--- src/sv/smeval_pkg.sv ---
// ----------------------------------------------------------------------------
// smeval_pkg
// Shared types and constants of the stack machine evaluator.
// ----------------------------------------------------------------------------
package smeval_pkg;

	localparam int unsigned STACK_DEPTH = 256;
	localparam int unsigned SP_W        = $clog2(STACK_DEPTH + 1);
	localparam int unsigned ADDR_W      = $clog2(STACK_DEPTH);
	localparam int unsigned DATA_W      = 64;
	localparam int unsigned DEPTH_W     = 9;

	typedef logic [SP_W-1:0]   sp_t;
	typedef logic [ADDR_W-1:0] addr_t;

	typedef enum logic [3:0] {
		OP_CONST = 4'd0,
		OP_ADD   = 4'd1,
		OP_SUB   = 4'd2,
		OP_MUL   = 4'd3,
		OP_DIV   = 4'd4,
		OP_MAX   = 4'd5,
		OP_MIN   = 4'd6,
		OP_NEG   = 4'd7,
		OP_DUP   = 4'd8,
		OP_SWAP  = 4'd9
	} op_t;

	typedef enum logic [1:0] {
		ST_OK    = 2'd0,
		ST_UNDER = 2'd1,
		ST_OVER  = 2'd2,
		ST_DIVZ  = 2'd3
	} status_t;

	typedef enum logic [1:0] {
		CS_IDLE,
		CS_EXEC,
		CS_MULDIV
	} ctl_state_t;

	typedef enum logic [1:0] {
		MD_IDLE,
		MD_MUL,
		MD_DIV,
		MD_SIGN
	} md_state_t;

	typedef struct packed {
		logic start;
		logic is_div;
	} md_req_t;

endpackage

--- src/sv/smeval_muldiv.sv ---
// ----------------------------------------------------------------------------
// smeval_muldiv
// Multicycle 64-bit multiply (low half, three 32x32 partial products) and
// truncating signed divide (restoring, one quotient bit per cycle).
// ----------------------------------------------------------------------------
module smeval_muldiv (
	input  logic                  clk,
	input  logic                  arst_n,
	input  smeval_pkg::md_req_t   req,
	input  logic signed [63:0]    a,
	input  logic signed [63:0]    b,
	output logic                  done,
	output logic [63:0]           result
);

	smeval_pkg::md_state_t state_q, state_d;
	logic [5:0]  cnt_q;
	logic        done_q;
	logic [63:0] a_q, b_q;
	logic [63:0] prod_q;
	logic [63:0] acc_q;
	logic [63:0] quo_q;
	logic [64:0] rem_q;
	logic        neg_q;

	logic [31:0] pa, pb;
	logic [63:0] pp;
	logic [64:0] shifted;
	logic [65:0] diff;

	// partial product select: lo*lo, lo*hi, hi*lo
	always_comb begin
		pa = a_q[31:0];
		pb = b_q[31:0];
		case (cnt_q[1:0])
			2'd1: pb = b_q[63:32];
			2'd2: pa = a_q[63:32];
			default: ;
		endcase
	end

	assign pp      = pa * pb;
	assign shifted = {rem_q[63:0], quo_q[63]};
	assign diff    = {1'b0, shifted} - {2'b00, b_q};

	always_comb begin
		state_d = state_q;
		unique case (state_q)
			smeval_pkg::MD_IDLE: begin
				if (req.start) begin
					state_d = req.is_div ? smeval_pkg::MD_DIV : smeval_pkg::MD_MUL;
				end
			end
			smeval_pkg::MD_MUL: begin
				if (cnt_q == 6'd3) begin
					state_d = smeval_pkg::MD_IDLE;
				end
			end
			smeval_pkg::MD_DIV: begin
				if (cnt_q == 6'd63) begin
					state_d = smeval_pkg::MD_SIGN;
				end
			end
			smeval_pkg::MD_SIGN: state_d = smeval_pkg::MD_IDLE;
			default: state_d = smeval_pkg::MD_IDLE;
		endcase
	end

	always_ff @(posedge clk or negedge arst_n) begin
		if (!arst_n) begin
			state_q <= smeval_pkg::MD_IDLE;
			cnt_q   <= '0;
			done_q  <= 1'b0;
		end else begin
			state_q <= state_d;
			if (req.start && state_q == smeval_pkg::MD_IDLE) begin
				cnt_q  <= '0;
				done_q <= 1'b0;
			end else if (state_q == smeval_pkg::MD_MUL || state_q == smeval_pkg::MD_DIV) begin
				cnt_q <= cnt_q + 6'd1;
				if (state_q == smeval_pkg::MD_MUL && cnt_q == 6'd3) begin
					done_q <= 1'b1;
				end
			end else if (state_q == smeval_pkg::MD_SIGN) begin
				done_q <= 1'b1;
			end
		end
	end

	always_ff @(posedge clk) begin
		if (req.start && state_q == smeval_pkg::MD_IDLE) begin
			if (req.is_div) begin
				// divide on magnitudes, fix the sign at the end
				a_q   <= 64'd0;
				b_q   <= b[63] ? (64'd0 - b) : b;
				quo_q <= a[63] ? (64'd0 - a) : a;
				rem_q <= '0;
				neg_q <= a[63] ^ b[63];
			end else begin
				a_q <= a;
				b_q <= b;
			end
		end else begin
			unique case (state_q)
				smeval_pkg::MD_MUL: begin
					prod_q <= pp;
					case (cnt_q[1:0])
						2'd1: acc_q <= prod_q;
						2'd2, 2'd3: acc_q <= acc_q + {prod_q[31:0], 32'd0};
						default: ;
					endcase
				end
				smeval_pkg::MD_DIV: begin
					if (!diff[65]) begin
						rem_q <= diff[64:0];
						quo_q <= {quo_q[62:0], 1'b1};
					end else begin
						rem_q <= shifted;
						quo_q <= {quo_q[62:0], 1'b0};
					end
				end
				smeval_pkg::MD_SIGN: begin
					acc_q <= neg_q ? (64'd0 - quo_q) : quo_q;
				end
				default: ;
			endcase
		end
	end

	assign done   = done_q;
	assign result = acc_q;

endmodule

--- config.mk ---
export PLATFORM = sky130hd
export DESIGN_NAME = smeval_muldiv
export DESIGN_NICKNAME = d
export VERILOG_FILES = /design/src/sv/smeval_pkg.sv /design/src/sv/smeval_muldiv.sv
export SDC_FILE = /design/constraint.sdc
export NUM_CORES = 2
export LEC_CHECK = 0
export BUFFER_PORTS_ARGS = -buffer_cell sky130_fd_sc_hd__buf_4
export CORE_MARGIN = 8
export CORE_UTILIZATION = 60
export CTS_BUF_LIST = sky130_fd_sc_hd__clkbuf_2 sky130_fd_sc_hd__clkbuf_4 sky130_fd_sc_hd__clkbuf_8
export DETAILED_ROUTE_END_ITERATION = 10
export PLACE_DENSITY = 0.81
export SYNTH_ARGS = -nofsm -noshare
export SYNTH_HDL_FRONTEND = slang
export SYNTH_SLANG_ARGS = --single-unit
--- constraint.sdc ---
create_clock -name clk -period 8.9 [get_ports clk]
set_input_delay 0.445 -clock clk [delete_from_list [all_inputs] [get_ports clk]]
set_output_delay 0.445 -clock clk [all_outputs]
set_load 0.01 [all_outputs]
==> metrics <==
GR Util met3 11.2%; final WL 216,000 µm; core area 95,000 µm²; crit end category flip-flop; Port Buffers 196; Synth Area in Adders 39.3%; Compound-Gate Fraction of Synth Area 10.4%; Synth Cell Area 57,500 µm²; critical path class reg -> reg; XOR/XNOR Fraction of Synth Area 4.98%; Reg area 11,800 µm²; clk sinks 394; layout net count 8,126; syn nets 7,741; routability cong. 1.08; max frequency 115 MHz; Root Driver clkbuf_8; WL/cell 26.8 µm; vias per cell 6.14; worst rel slew slack 19.9%; multi-input logic area 41,400 µm²; overall die height 326 µm; Die Wd 326 µm; TritonCTS Buffers 71; clock slew at reported path FFs 0.06 ns; critical path required time 9.34 ns; YS warnings 0; first-pass GRT wire length 318,000 µm; sequential area share after synthesis 20.5%; mux contribution to synthesized area 1.38%; post-detail-place hpwl 180,000 µm; Iter 0 DRT Violations 5,730; Post-synth EDFFs 385; P&R area growth vs syn 13.5%; worst-margin pin slew 1.20 ns; Final Hold Viols 0; Min Hold Slack 0.0702 ns; RSZ-0062 raised after global routing yes; Starting Density 60.5%; post-synthesis simple-gate area fraction 15.0%; residual DRC count 0; # IOs 197; Skew-Pair Late Insertion Delay 0.70 ns; Worst EP arrival 9.15 ns; final setup vio count 0; type of origin of the critical path flip-flop; TritonCTS clock tree yes; crit share post-route 98.0%; number of fillers in the final layout 7,692; grt total ovfl 0; post-synthesis async set-or-reset flop share 2.28%; Max clock buf depth 3; Max Transition Viols Final 0; share of post-route cells with drive strength above 1 13.3%; M1 GR Usage 48.2%; Detailed Routing Iterations Pass 1 6; synth unique cells 77; CP Max Fanout 8; synthesized instance count 6,342; Crit-path slowest cell fa_1; vias in the first global route 50.8k; Tmin final 8.72 ns; Top cell by count, worst path fa_1; largest net degree at the start of global routing 103; met2 Usage GRT 62.0%; htree depth 3; main combinational cell family by area after synthesis adder cells; CP max stage delay 0.53 ns; ANT nets after route 0; initial antenna violation count 12; commonest register cell after synthesis edfxtp_1; Max-Cap Viols 0; flops & latches, synth 394; row count 113; all-layer global routing usage 40.1%; busiest grt layer met2; Synth Area per Inst 9.07 µm²; worst min path class in -> reg; Final Skew 0.0490 ns; vias 49.5k; die area 106,000 µm²; status complete, no violations
-- through the flow --
| stage | instance area, µm² | TNS (ns) | utilization [%] | cells | setup WS, ns |
|---|---|---|---|---|---|
| floorplan | 57500 | 0 | - | 6342 | 0.0607 |
| CTS | 64700 | 0 | 68.1 | 8027 | 0.000461 |
| finish | 65300 | 0 | 68.7 | 8058 | 0.182 |
| detailed placement | 63100 | -2.61 | 66.4 | 7891 | -0.311 |
| global placement | 63100 | -1.74 | 66.4 | 7891 | -0.310 |
| global route | 65300 | -0.0789 | 68.7 | 8048 | -0.0240 |
-- synth_stat cells, drive strengths merged, types with 6 or more instances --
master | n | area share, %
inv | 996 | 6.5
fa | 898 | 31
nand2 | 868 | 5.7
nor2 | 722 | 4.7
edfxtp | 385 | 20
ha | 369 | 8.0
a21oi | 293 | 2.6
o21ai | 278 | 2.4
clkbuf | 276 | 1.8
xnor2 | 170 | 2.6
xor2 | 157 | 2.4
nor2b | 81 | 0.88
a21o | 75 | 0.98
nor3 | 59 | 0.54
o31ai | 54 | 0.72
o21a | 48 | 0.64
nand4 | 43 | 0.47
nand3 | 42 | 0.37
a211oi | 41 | 0.54
mux2i | 41 | 0.71
o21bai | 38 | 0.50
or3 | 35 | 0.42
mux2 | 34 | 0.67
nand2b | 30 | 0.33
and2 | 28 | 0.30
o41ai | 28 | 0.43
buf | 27 | 0.18
a31oi | 25 | 0.27
or4 | 23 | 0.31
and3 | 22 | 0.24
nor4 | 19 | 0.21
or2 | 16 | 0.18
o211ai | 10 | 0.13
dfrtp | 9 | 0.39
a21boi | 8 | 0.10
a221oi | 8 | 0.12
a22o | 8 | 0.12
a2111oi | 6 | 0.091
a211o | 6 | 0.091
o221ai | 6 | 0.091
-- cells by family after synthesis --
kind of cell	count (synthesis)
AND/OR/NAND/NOR	2010
buffers and inverters	1299
adder cells (fa/ha/maj)	1267
AO/OA/AOI/OAI	970
flip-flops	394
XOR/XNOR	327
multiplexers	75
-- path summary, 6_finish.rpt --
path / start / endpoint / slack [ns] / depth (start not counted)
min: b[62] / b_q[62] / 0.07 / 2
max: cnt_q[0] / prod_q[57] / 0.18 / 34
max reg2reg: cnt_q[0] / prod_q[57] / 0.18 / 34
min in group asynchronous: arst_n / cnt_q[3] / 0.12 / 2
min reg2reg: rem_q[62] / rem_q[63] / 0.60 / 2
max in group asynchronous: arst_n / cnt_q[0] / 8.62 / 2
-- routing by layer --
metal	vias to the layer above	share of wire, %
met5	-	0.030
met4	8	9.1
met3	825	12
met2	3064	44
met1	24400	35
li1	21200	-
-- sequential cells by signal (all words and copies together) (netlist names) --
signal and cells:
neg_q 1, prod_q 64, result 64, cnt_q 6, done 1, quo_q 64
b_q 64, state_q 2, a_q 64, rem_q 64
-- cell usage in the layout, fill, tap and decap left out, drive strengths merged, types with 10 or more instances in the layout --
cell type,count
o31ai,54
a21o,75
o41ai,28
xor2,157
nand2b,30
a21oi,293
or3,35
or2,16
o21ai,278
a211oi,41
nand4,43
clkbuf,90
nor2b,81
xnor2,170
o21bai,38
o21a,48
buf,610
nand3,42
nor4,19
or4,23
o211ai,10
and2,28
mux2,34
inv,1000
mux2i,41
a31oi,25
diode,11
ha,369
fa,898
clkinv,32
and3,22
nor2,722
nand2,868
nor3,59
edfxtp,385
-- cell type report --
type	instances	share of cell area, %
diodes	11	0.0422
inverters	996	5.73
clock buffers	88	1.72
multi-input cells	4649	63.5
flip-flops and latches	394	18.1
clock inverters	40	0.462
well taps	1265	2.42
repair buffers	615	8.10
-- timing repair --
item	in CTS	in global routing
pin swaps	2	11
cloned	1	2
buffers inserted	5	18
gates resized for setup	32	70
setup endpoints to repair	17	26
hold buffers	2	0
endpoints found under the hold margin	10	0
-- worst max-delay path, delay by kind of cell, from the launching register on --
| family | cells | cell delay, ns |
|---|---|---|
| adders and majority gates | 10 | 4.41 |
| buffers and inverters | 12 | 1.42 |
| AOI/OAI and AO/OA | 5 | 0.95 |
| and+or+nand+nor | 6 | 0.79 |
| DFF | 1 | 0.44 |
| muxes | 1 | 0.42 |
Power is left out: the tool's default activity adds up to more than one toggle a clock period on the data nets, which glitch-free logic cannot reach.
